**src/hw/rtl/in_order_sequence_reorder_macros.svh**
```systemverilog
// Assertion helpers for the reorder block.
// All checks run on the rising edge of clock and are off while reset is high.
`ifndef IN_ORDER_SEQUENCE_REORDER_MACROS_SVH
`define IN_ORDER_SEQUENCE_REORDER_MACROS_SVH

// Condition that must hold at every edge.
`define IOR_ASSERT_ALWAYS(label, cond, msg) \
   label: assert property (@(posedge clock) disable iff (reset) (cond)) \
      else $error(msg);

// Implication within the same edge.
`define IOR_ASSERT_HOLDS(label, ante, cons, msg) \
   label: assert property (@(posedge clock) disable iff (reset) (ante) |-> (cons)) \
      else $error(msg);

`endif

```
**src/hw/rtl/ior_pkg.sv**
```systemverilog
`timescale 1ns / 1ps

package ior_pkg;

   localparam int SEQ_W       = 8;
   localparam int PAYLOAD_W   = 16;
   localparam int STATUS_W    = 2;

   localparam int DEPTH_DEFAULT = 16;

   // front queue, must be a power of two
   localparam int QUEUE_DEPTH = 2;

   localparam logic [STATUS_W-1:0] STATUS_DELIVERED = 2'd0;
   localparam logic [STATUS_W-1:0] STATUS_PARKED    = 2'd1;
   localparam logic [STATUS_W-1:0] STATUS_DROPPED   = 2'd2;

   typedef struct packed {
      logic [SEQ_W-1:0]     seq;
      logic [PAYLOAD_W-1:0] payload;
   } req_word_type;

   typedef struct packed {
      logic [STATUS_W-1:0]  status;
      logic [SEQ_W-1:0]     out_seq;
      logic [PAYLOAD_W-1:0] out_payload;
      logic                 last;
   } rsp_word_type;

endpackage

```
**src/hw/rtl/in_order_sequence_reorder.sv**
```systemverilog
`timescale 1ns / 1ps
`include "in_order_sequence_reorder_macros.svh"

// In-order delivery of sequence-numbered words. A request word whose seq is
// one past the last delivered number (mod 256, reset value 0) is delivered
// with status 0, and then every parked word carrying the next number is
// delivered and freed in turn (lowest slot first on duplicates); the final
// response of the run has last set. Any other number is parked in the
// lowest free of DEPTH slots (status 1) or, with the store full, dropped
// (status 2); both give one response with last set. In the engine a parked or
// dropped word passes through S_IDLE and S_EMIT; an in-order word then goes
// through S_READ and S_EMIT once per drained entry, sharing the single store
// search and using the registered read of the payload RAM. A 2-word queue in
// front keeps accepting requests, until it fills, while a response waits for
// rsp_ready. No clearing pass after reset.
module in_order_sequence_reorder #(
   parameter int DEPTH = ior_pkg::DEPTH_DEFAULT
) (
   input  logic                  clock,
   input  logic                  reset,
   input  logic                  req_valid,
   output logic                  req_ready,
   input  ior_pkg::req_word_type req_word,
   output logic                  rsp_valid,
   input  logic                  rsp_ready,
   output ior_pkg::rsp_word_type rsp_word
);

   localparam int CW = $clog2(DEPTH + 1);

   logic                      head_valid;
   ior_pkg::req_word_type     head_word;
   logic                      head_pop;
   logic [CW-1:0]             stat_held;
   logic [DEPTH-1:0]          stat_valid;
   logic [ior_pkg::SEQ_W-1:0] stat_last;

   // front: request queue
   ior_queue u_queue (
      .clock      (clock),
      .reset      (reset),
      .req_valid  (req_valid),
      .req_ready  (req_ready),
      .req_word   (req_word),
      .head_valid (head_valid),
      .head_word  (head_word),
      .head_pop   (head_pop)
   );

   // back: classify, park, deliver and drain
   ior_engine #(
      .DEPTH (DEPTH)
   ) u_engine (
      .clock      (clock),
      .reset      (reset),
      .head_valid (head_valid),
      .head_word  (head_word),
      .head_pop   (head_pop),
      .rsp_valid  (rsp_valid),
      .rsp_ready  (rsp_ready),
      .rsp_word   (rsp_word),
      .stat_held  (stat_held),
      .stat_valid (stat_valid),
      .stat_last  (stat_last)
   );

   // held count tracks the slot valid bits
   `IOR_ASSERT_ALWAYS(a_held_tracks_valid, stat_held == CW'($countones(stat_valid)), "held count off")
   // a delivered word always carries the last delivered number
   `IOR_ASSERT_HOLDS(a_deliver_seq, rsp_valid && (rsp_word.status == ior_pkg::STATUS_DELIVERED), rsp_word.out_seq == stat_last, "delivered seq mismatch")
   // drops only with every slot taken
   `IOR_ASSERT_HOLDS(a_drop_when_full, rsp_valid && (rsp_word.status == ior_pkg::STATUS_DROPPED), stat_held == CW'(DEPTH), "drop with free slot")
   // only a delivery run gives more than one word
   `IOR_ASSERT_HOLDS(a_chain_delivers, rsp_valid && !rsp_word.last, rsp_word.status == ior_pkg::STATUS_DELIVERED, "non-final word not a delivery")

endmodule

```
**src/hw/rtl/ior_ram.sv**
```systemverilog
`timescale 1ns / 1ps

module ior_ram #(
   parameter int WIDTH = 16,
   parameter int DEPTH = 16
) (
   input  logic                     clock,
   input  logic                     wr_en,
   input  logic [$clog2(DEPTH)-1:0] wr_addr,
   input  logic [WIDTH-1:0]         wr_data,
   input  logic                     rd_en,
   input  logic [$clog2(DEPTH)-1:0] rd_addr,
   output logic [WIDTH-1:0]         rd_data
);

   logic [WIDTH-1:0] mem_ff [DEPTH];
   logic [WIDTH-1:0] rd_data_ff;

   always_ff @(posedge clock) begin
      if (wr_en) begin
         mem_ff[wr_addr] <= wr_data;
      end
      if (rd_en) begin
         rd_data_ff <= mem_ff[rd_addr];
      end
   end

   assign rd_data = rd_data_ff;

endmodule

```
**src/hw/rtl/ior_queue.sv**
```systemverilog
`timescale 1ns / 1ps

// Front part: takes request words and holds them until the engine pops.
module ior_queue (
   input  logic                  clock,
   input  logic                  reset,
   input  logic                  req_valid,
   output logic                  req_ready,
   input  ior_pkg::req_word_type req_word,
   output logic                  head_valid,
   output ior_pkg::req_word_type head_word,
   input  logic                  head_pop
);

   localparam int QD  = ior_pkg::QUEUE_DEPTH;
   localparam int QAW = (QD > 1) ? $clog2(QD) : 1;
   localparam int QCW = $clog2(QD + 1);

   ior_pkg::req_word_type slot_ff [QD];
   logic [QAW-1:0] wr_ptr_ff, wr_ptr_in;
   logic [QAW-1:0] rd_ptr_ff, rd_ptr_in;
   logic [QCW-1:0] count_ff, count_in;
   logic push;
   logic pop;

   assign req_ready  = (count_ff != QCW'(QD));
   assign head_valid = (count_ff != '0);
   assign head_word  = slot_ff[rd_ptr_ff];
   assign push       = req_valid && req_ready;
   assign pop        = head_pop && head_valid;

   always_comb begin
      wr_ptr_in = push ? QAW'(wr_ptr_ff + 1'b1) : wr_ptr_ff;
      rd_ptr_in = pop  ? QAW'(rd_ptr_ff + 1'b1) : rd_ptr_ff;
      count_in  = count_ff;
      if (push && !pop) begin
         count_in = QCW'(count_ff + 1'b1);
      end else if (pop && !push) begin
         count_in = QCW'(count_ff - 1'b1);
      end
   end

   always_ff @(posedge clock) begin
      if (reset) begin
         wr_ptr_ff <= '0;
         rd_ptr_ff <= '0;
         count_ff  <= '0;
      end else begin
         wr_ptr_ff <= wr_ptr_in;
         rd_ptr_ff <= rd_ptr_in;
         count_ff  <= count_in;
      end
      if (push) begin
         slot_ff[wr_ptr_ff] <= req_word;
      end
   end

endmodule

```
**src/hw/rtl/ior_engine.sv**
```systemverilog
`timescale 1ns / 1ps

// Back part: classifies the head word and parks, drops or delivers it; on a
// delivery, drains the store one matching entry per payload RAM round trip.
module ior_engine #(
   parameter int DEPTH = ior_pkg::DEPTH_DEFAULT
) (
   input  logic                           clock,
   input  logic                           reset,
   input  logic                           head_valid,
   input  ior_pkg::req_word_type          head_word,
   output logic                           head_pop,
   output logic                           rsp_valid,
   input  logic                           rsp_ready,
   output ior_pkg::rsp_word_type          rsp_word,
   output logic [$clog2(DEPTH+1)-1:0]     stat_held,
   output logic [DEPTH-1:0]               stat_valid,
   output logic [ior_pkg::SEQ_W-1:0]      stat_last
);

   localparam int IW = $clog2(DEPTH);
   localparam int CW = $clog2(DEPTH + 1);
   localparam int SW = ior_pkg::SEQ_W;
   localparam int PW = ior_pkg::PAYLOAD_W;

   typedef enum logic [1:0] {S_IDLE, S_EMIT, S_READ} state_type;

   state_type             state_ff, state_in;
   logic [DEPTH-1:0]      valid_ff, valid_in;
   logic [SW-1:0]         seq_ff [DEPTH];
   logic [CW-1:0]         held_ff, held_in;
   logic [SW-1:0]         last_ff, last_in;
   logic [IW-1:0]         hit_ff, hit_in;
   logic                  more_ff, more_in;
   ior_pkg::rsp_word_type rsp_ff, rsp_in;

   logic [SW-1:0]    key;
   logic [DEPTH-1:0] match;
   logic             hit_any;
   logic [IW-1:0]    hit_idx;
   logic             free_any;
   logic [IW-1:0]    free_idx;
   logic             in_order;
   logic             full;
   logic             park;
   logic             ram_rd_en;
   logic [PW-1:0]    ram_rd_data;

   // search key: number after the head word, or after the one just drained
   assign key = (state_ff == S_READ) ? SW'(last_ff + 1'b1) : SW'(head_word.seq + 1'b1);

   always_comb begin
      for (int i = 0; i < DEPTH; i++) begin
         match[i] = valid_ff[i] && (seq_ff[i] == key);
      end
   end

   // lowest index wins
   always_comb begin
      hit_idx  = '0;
      free_idx = '0;
      for (int i = DEPTH - 1; i >= 0; i--) begin
         if (match[i]) begin
            hit_idx = IW'(i);
         end
         if (!valid_ff[i]) begin
            free_idx = IW'(i);
         end
      end
   end

   assign hit_any  = |match;
   assign free_any = ~&valid_ff;
   assign in_order = (head_word.seq == SW'(last_ff + 1'b1));
   assign full     = (held_ff >= CW'(DEPTH)) || !free_any;
   assign head_pop = (state_ff == S_IDLE) && head_valid;
   assign park     = head_pop && !in_order && !full;
   assign ram_rd_en = (state_ff == S_EMIT) && rsp_ready && more_ff;

   always_comb begin
      state_in = state_ff;
      valid_in = valid_ff;
      held_in  = held_ff;
      last_in  = last_ff;
      hit_in   = hit_ff;
      more_in  = more_ff;
      rsp_in   = rsp_ff;
      case (state_ff)
         S_IDLE: begin
            if (head_valid) begin
               state_in           = S_EMIT;
               rsp_in.out_seq     = head_word.seq;
               rsp_in.out_payload = head_word.payload;
               if (in_order) begin
                  last_in       = head_word.seq;
                  rsp_in.status = ior_pkg::STATUS_DELIVERED;
                  rsp_in.last   = !hit_any;
                  hit_in        = hit_idx;
                  more_in       = hit_any;
               end else if (full) begin
                  rsp_in.status = ior_pkg::STATUS_DROPPED;
                  rsp_in.last   = 1'b1;
                  more_in       = 1'b0;
               end else begin
                  valid_in[free_idx] = 1'b1;
                  held_in            = CW'(held_ff + 1'b1);
                  rsp_in.status      = ior_pkg::STATUS_PARKED;
                  rsp_in.last        = 1'b1;
                  more_in            = 1'b0;
               end
            end
         end
         S_EMIT: begin
            if (rsp_ready) begin
               if (more_ff) begin
                  // claim the matched entry; payload arrives next cycle
                  state_in         = S_READ;
                  valid_in[hit_ff] = 1'b0;
                  held_in          = CW'(held_ff - 1'b1);
                  last_in          = SW'(last_ff + 1'b1);
               end else begin
                  state_in = S_IDLE;
               end
            end
         end
         S_READ: begin
            state_in           = S_EMIT;
            rsp_in.status      = ior_pkg::STATUS_DELIVERED;
            rsp_in.out_seq     = last_ff;
            rsp_in.out_payload = ram_rd_data;
            rsp_in.last        = !hit_any;
            hit_in             = hit_idx;
            more_in            = hit_any;
         end
         default: begin
            state_in = S_IDLE;
         end
      endcase
   end

   always_ff @(posedge clock) begin
      if (reset) begin
         state_ff <= S_IDLE;
         valid_ff <= '0;
         held_ff  <= '0;
         last_ff  <= '0;
         more_ff  <= 1'b0;
      end else begin
         state_ff <= state_in;
         valid_ff <= valid_in;
         held_ff  <= held_in;
         last_ff  <= last_in;
         more_ff  <= more_in;
      end
      hit_ff <= hit_in;
      rsp_ff <= rsp_in;
      if (park) begin
         seq_ff[free_idx] <= head_word.seq;
      end
   end

   ior_ram #(
      .WIDTH (PW),
      .DEPTH (DEPTH)
   ) u_payload_ram (
      .clock   (clock),
      .wr_en   (park),
      .wr_addr (free_idx),
      .wr_data (head_word.payload),
      .rd_en   (ram_rd_en),
      .rd_addr (hit_ff),
      .rd_data (ram_rd_data)
   );

   assign rsp_valid  = (state_ff == S_EMIT);
   assign rsp_word   = rsp_ff;
   assign stat_held  = held_ff;
   assign stat_valid = valid_ff;
   assign stat_last  = last_ff;

endmodule
```
**config.mk**
```make
export PLATFORM = sky130hd
export DESIGN_NAME = in_order_sequence_reorder
export DESIGN_NICKNAME = d
export VERILOG_FILES = /design/src/hw/rtl/ior_pkg.sv /design/src/hw/rtl/in_order_sequence_reorder.sv /design/src/hw/rtl/ior_ram.sv /design/src/hw/rtl/ior_queue.sv /design/src/hw/rtl/ior_engine.sv
export VERILOG_INCLUDE_DIRS = /design/src /design/src/hw/rtl
export SDC_FILE = /design/constraint.sdc
export NUM_CORES = 1
export LEC_CHECK = 0
export ABC_AREA = 1
export BUFFER_PORTS_ARGS = -buffer_cell sky130_fd_sc_hd__buf_2
export CORE_MARGIN = 10
export CORE_UTILIZATION = 25
export DETAILED_ROUTE_END_ITERATION = 8
export SLEW_MARGIN = 10
export SYNTH_ARGS = -nofsm -noshare
export SYNTH_HDL_FRONTEND = slang
export SYNTH_HIERARCHICAL = 1
export SYNTH_SLANG_ARGS = --single-unit
export TNS_END_PERCENT = 1
```
**constraint.sdc**
```tcl
create_clock -name clock -period 5 [get_ports clock]
set_clock_uncertainty 0.05 [all_clocks]
set_input_delay 0.25 -clock clock [delete_from_list [all_inputs] [get_ports clock]]
set_output_delay 0.25 -clock clock [all_outputs]
set_load 0.01 [all_outputs]
```
# Yosys cells after proc, flatten, opt, wreduce, memory -nomap -nowiden
# Memories as Yosys holds them, arrays and structs flattened. A register that Yosys moved wholly into a read port is not among the register bits.
# Cells that the tools add are included.
totals:
  ramBits: 432
  out_inout_bits: 29
  mem_count: 3
  elab_cells: 180
  input_bits: 28
  register_bits: 67
memory_table:
  columns: ["memory", "words", "width", "rd", "rd_clocked_by_memory_dff", "wr", "line_no", "text"]
  rows:
  - ["u_engine.u_payload_ram.mem_ff", 16, 16, 1, 1, 1, "ior_ram.sv:16", "logic [WIDTH-1:0] mem_ff [DEPTH];"]
  - ["u_engine.seq_ff", 16, 8, 16, 0, 1, "ior_engine.sv:30", "logic [SW-1:0] seq_ff [DEPTH];"]
  - ["u_queue.slot_ff", 2, 24, 1, 1, 1, "ior_queue.sv:19", "ior_pkg::req_word_type slot_ff [QD];"]
classes:
  n_lt_le_gt_ge: 5
  n_addsub: 8
  bitwise_logic: 3
  mux: 77
  reduce_logical: 45
  n_eq_ne: 26
ops:
  columns: ["cell", "count"]
  rows:
  - ["$eq A8 B8 Y1", 17]
  - ["$mux W4", 34]
  - ["$mux W16", 5]
  - ["$pmux W27 S2", 1]
  - ["$mux W8", 5]
  - ["$pmux W16 S2", 1]
  - ["$logic_and A1 B1 Y1", 27]
  - ["$mux W27", 1]
  - ["$mux W5", 5]
  - ["$add A8 B1 Y8 const B", 2]
  - ["$and A16 B16 Y16", 1]
  - ["$not A16 Y16", 1]
  - ["$or A16 B16 Y16", 1]
  - ["$pmux W8 S2", 1]
  - ["$reduce_and A16 Y1", 1]
  - ["$reduce_or A16 Y1", 1]
  - ["$mux W2", 7]
  - ["$mux W1", 11]
  - ["$lt A4 B5 Y1 const B", 2]
  - ["$pmux W5 S2", 1]
  - ["$demux W1 S4", 2]
  - ["$ge A4 B1 Y1 const B", 2]
  - ["$ne A2 B1 Y1 const B", 4]
  - ["$pmux W4 S2", 1]
  - ["other kinds (19)", 30]

# Depth between registers and ports, before layout
depth:
  ltp_word: 25
  depth_mapped: 29
  mapped_depth_nobuf: 27

# Cells and area by module
# Netlist, hierarchy kept.
by_module_without_submodules:
  columns: ["module", "cells_each", "area_each_um2", "instances", "seq_area_each_um2"]
  rows:
  - ["ior_ram", 1074, 11541.1, 1, 8167.8]
  - ["ior_engine", 1038, 9734.3, 1, 5415.2]
  - ["ior_queue", 112, 2077.0, 1, 1541.5]

# Worst setup path before layout
# OpenSTA, ideal clock, no wires.
synth_timing:
  kind: "register to register"
  startpoint: "register (tool-made name)"
  endpoint: "memory u_engine/seq_ff[15][0] in the netlist's numbering, enable pin"
  path_buffers: 3
  arrival_time_ns: 3.020
  path_stages_with_launch: 15
  setup_slack_ns: 1.536
  required_ns: 4.555
  synth_period_minus_slack_ns: 3.464
  setup_time_ns: 0.395
  path_cell_list: "dfxtp_1 -> buf_6 -> buf_12 -> mux2_4 -> inv_1 -> xor2_1 -> nor4b_1 -> nand3_1 -> nand2_1 -> nor2_1 -> inv_1 -> nor2_1 -> inv_1 -> clkbuf_1 -> nor4_1"
synth_lines:
  columns: ["element", "line_no"]
  rows:
  - ["end: declaration", "ior_engine.sv:30"]

==> results.py <==
metrics = {
    "pwr": {
        "finalPower_uw": 13600,
        "power_density_nw_per_um2": 501,
        "leakage_uw": 0.0106,
        "vdd_drop_max_uv": 254,
    },
    "clock_network": {
        "numCtsBuffers": 54,
        "cts_root_buf": "clkbuf_16",
        "htree_levels": 2,
        "tritoncts": "yes",
        "postCtsSetupBuffers": 0,
        "cts_buffer_depth": 3,
        "insertion_delay_ns": 0.62,
        "cts.clk_slew.worst_paths_ns": 0.06,
        "cts.sink_count": 516,
    },
    "hold_path": {
        "hold_class": "primary input to flop",
        "whs_path_depth": 4,
        "hold_start": "req_valid",
        "hold_end": "u_queue/wr_ptr_ff",
    },
    "timing": {
        "slew_headroom_pct": 24.8,
        "timing.fmax_mhz": 257,
        "hold_viol_final": 0,
        "finalCritPeriodShare_pct": 77.9,
        "drv_slew": 0,
        "period_minus_slack_ns": 3.90,
        "worst_pin_slew_ns": 1.13,
        "tns_ns": 0,
        "setup_viol": 0,
        "rsz0062_at_grt": "false",
    },
    "die": {
        "chipWidth_um": 326,
        "fp.coreArea_um2": 93000,
        "start_util_pct": 25.1,
        "ios": 57,
        "fp.dieArea_um2": 106000,
        "num_rows": 112,
        "chipHeight_um": 326,
    },
    "place": {
        "finalWeightedCongestion": 0.862,
        "port_buffers": 56,
        "hpwlAfterDp_um": 37600,
    },
    "final_layout": {
        "drive_gt1_share_pct": 10.9,
        "nets": 2360,
        "fillers": 9587,
        "multi_input_area_um2": 6500,
        "area.growth.synth_to_final_pct": 16.3,
        "seqCellArea_um2": 15100,
    },
    "logic_synthesis": {
        "synth.top_cells.by_count": "585 x nand2_1, 479 x edfxtp_1, 309 x inv_1",
        "netlist_instances": 2224,
        "yosysMostFrequentCell": "nand2_1",
        "synth_top_area_share_pct": 61.6,
        "yosysSeqAreaShare_pct": 64.8,
        "syn-cell-area_um2": 23400,
        "synth_top_area_cell": "edfxtp_1",
        "synth_edf_count": 479,
        "yosys_most_used_dff": "edfxtp_1",
        "synthTopCellsByArea": "edfxtp_1 62%, nand2_1 9.4%, nand3_1 5.3%",
        "postSynth.asyncResetShare_pct": 0,
        "yosysWarnings": 6,
        "ys_ff_latch": 516,
        "synth.avg_cell_area_um2": 10.5,
        "ys_types": 50,
        "synthesis.nets": 2259,
    },
    "setup_path": {
        "endpoint_kind": "flop",
        "critPathLaunchType": "flop",
        "arrival_ns": 4.09,
        "r2r_end": "u_engine/seq_ff[8][5]",
        "crit_fanout": 23,
        "path_class": "flop to flop",
        "reg2reg_depth": 12,
        "r2r_slack_ns": 1.10,
        "cp.required_ns": 5.19,
    },
    "route": {
        "drt_wl_total_um": 58600,
        "route.detailed.drc": 0,
        "post_drt_wl_per_cell_um": 16.2,
        "final_antenna_net_count": 0,
        "drt_pass1_iterations": 5,
        "vias": 15772,
        "dr.first_iter.drc_count": 1380,
        "viasPerCell": 4.35,
    },
    "flow_run": {
        "cap_viol_max_count": 0,
    },
    "global_route": {
        "grt_max_degree": 98,
        "grt_pass1_vias": 14965,
        "grt_use_total_pct": 10.7,
        "grt_antenna_before_repair": 1,
        "grt-ovfl-total": 0,
        "grt_first_pass_wirelength_um": 89600,
    },
    "status": {
        "status": "completed",
    },
}
power breakdown:
group / leakage (µW) / internal (µW) / total (µW) / switching, µW
clock: 0.000906 / 2470 / 4160 / 1690
sequential: 0.00465 / 5520 / 5710 / 189
combinational: 0.00505 / 1020 / 3750 / 2730
worst max path at each step:
| stage | from | end | depth (start not counted) |
|---|---|---|---|
| 6_report | flop | u_engine/seq_ff[8][5] | 12 |
| 4_1_cts | flop | u_engine/seq_ff[8][5] | 12 |
| 3_5_place_dp | flop | u_engine/seq_ff[8][4] | 12 |
| 2_1_floorplan | flop | u_engine/seq_ff[15][0] | 14 |
| 5_1_grt | flop | u_engine/hit_ff[0] | 26 |
| 3_3_place_gp | flop | u_engine/seq_ff[8][0] | 12 |
cells in the final DEF (no fill, tap or decap), types with 10 or more instances in the layout:
| cell | instances |
|---|---|
| a21oi_1 | 50 |
| nand4_1 | 12 |
| nor3_1 | 39 |
| inv_2 | 11 |
| buf_2 | 56 |
| nand2_1 | 585 |
| nand3_1 | 248 |
| buf_4 | 45 |
| xor2_1 | 39 |
| clkinv_2 | 11 |
| nor4_1 | 14 |
| xnor2_1 | 25 |
| dfxtp_1 | 37 |
| clkbuf_16 | 55 |
| dlygate4sd3_1 | 25 |
| inv_1 | 309 |
| a211oi_1 | 23 |
| nor2_1 | 116 |
| edfxtp_1 | 479 |
| clkinv_1 | 10 |
| o21ai_0 | 34 |
| a31oi_1 | 10 |
| mux2_4 | 20 |
cell families (layout without fill, tap and decap cells):
kind of cell    after synthesis  after routing  share of synthesized area [%]
fa+ha+maj                     7              7                          0.407
compound gates              144            144                           3.71
other cells                   0              1                              0
buf+inv                     403            549                           7.44
xor+xnor                     64             64                           2.40
mux                          24             24                           1.48
flops                       516            516                           64.8
simple gates               1066           1066                           19.8
timing repair:
action	in CTS	in global routing
gates resized for setup	0	0
hold buffers	25	0
hold endpoints to repair	50	0
critical path, cell delays in order, from the launching register on:
cell and delay, ns:
dfxtp_1 0.54, buf_4 0.29, mux2_4 0.46, inv_1 0.16, nand2_1 0.08, nor4b_1 0.15, nand3_1 0.16, nand2_1 0.10
nor2_1 0.09, inv_1 0.06, nor2_1 0.32, inv_1 0.35, nor2_1 0.67
layer usage:
layer / global-route usage (%) / part of all wire (%)
met3: 2.55 / 8.0
met5: 0 / 0
met2: 16.0 / 43
met1: 15.1 / 47
met4: 3.04 / 2.3
metrics by stage:
| step | hold slack (ns) | setup WS [ns] | instances | cell area, µm² | util [%] |
|---|---|---|---|---|---|
| 3_3_place_gp | 0.389 | 1.26 | 3498 | 25000 | 26.9 |
| 5_1_grt | 0.0600 | 0.751 | 3624 | 27200 | 29.2 |
| 6_report | 0.0661 | 1.10 | 3625 | 27200 | 29.2 |
| 4_1_cts | 0.0212 | 1.17 | 3624 | 27200 | 29.2 |
| 3_5_place_dp | 0.392 | 1.17 | 3498 | 25000 | 26.9 |
| 2_1_floorplan | 0.278 | 1.54 | 2224 | 23400 | - |
layout make-up:
type	count	share of cell area, %
Clock inverter	37	1.59
Sequential cell	516	55.7
Clock buffer	64	5.27
Antenna cell	1	0.00921
Multi-Input combinational cell	1305	23.9
Timing Repair Buffer	127	3.27
Tap cell	1254	5.78
Inverter	321	4.45
registers in the layout, indices dropped and copies added (netlist names), named ones only:
register and flops:
u_engine/stat_last 8, u_queue/rd_ptr_ff 1, u_engine/stat_valid 16, u_engine/hit_ff 4, u_queue/count_ff 2, u_queue/slot_ff 48
u_engine/state_ff 2, u_engine/u_payload_ram/rd_data 16, u_engine/seq_ff 128, u_engine/rsp_word 27, u_queue/wr_ptr_ff 1, u_engine/stat_held 5
u_engine/more_ff 1, u_engine/u_payload_ram/mem_ff 256
Power figures use the tool's default switching activity.
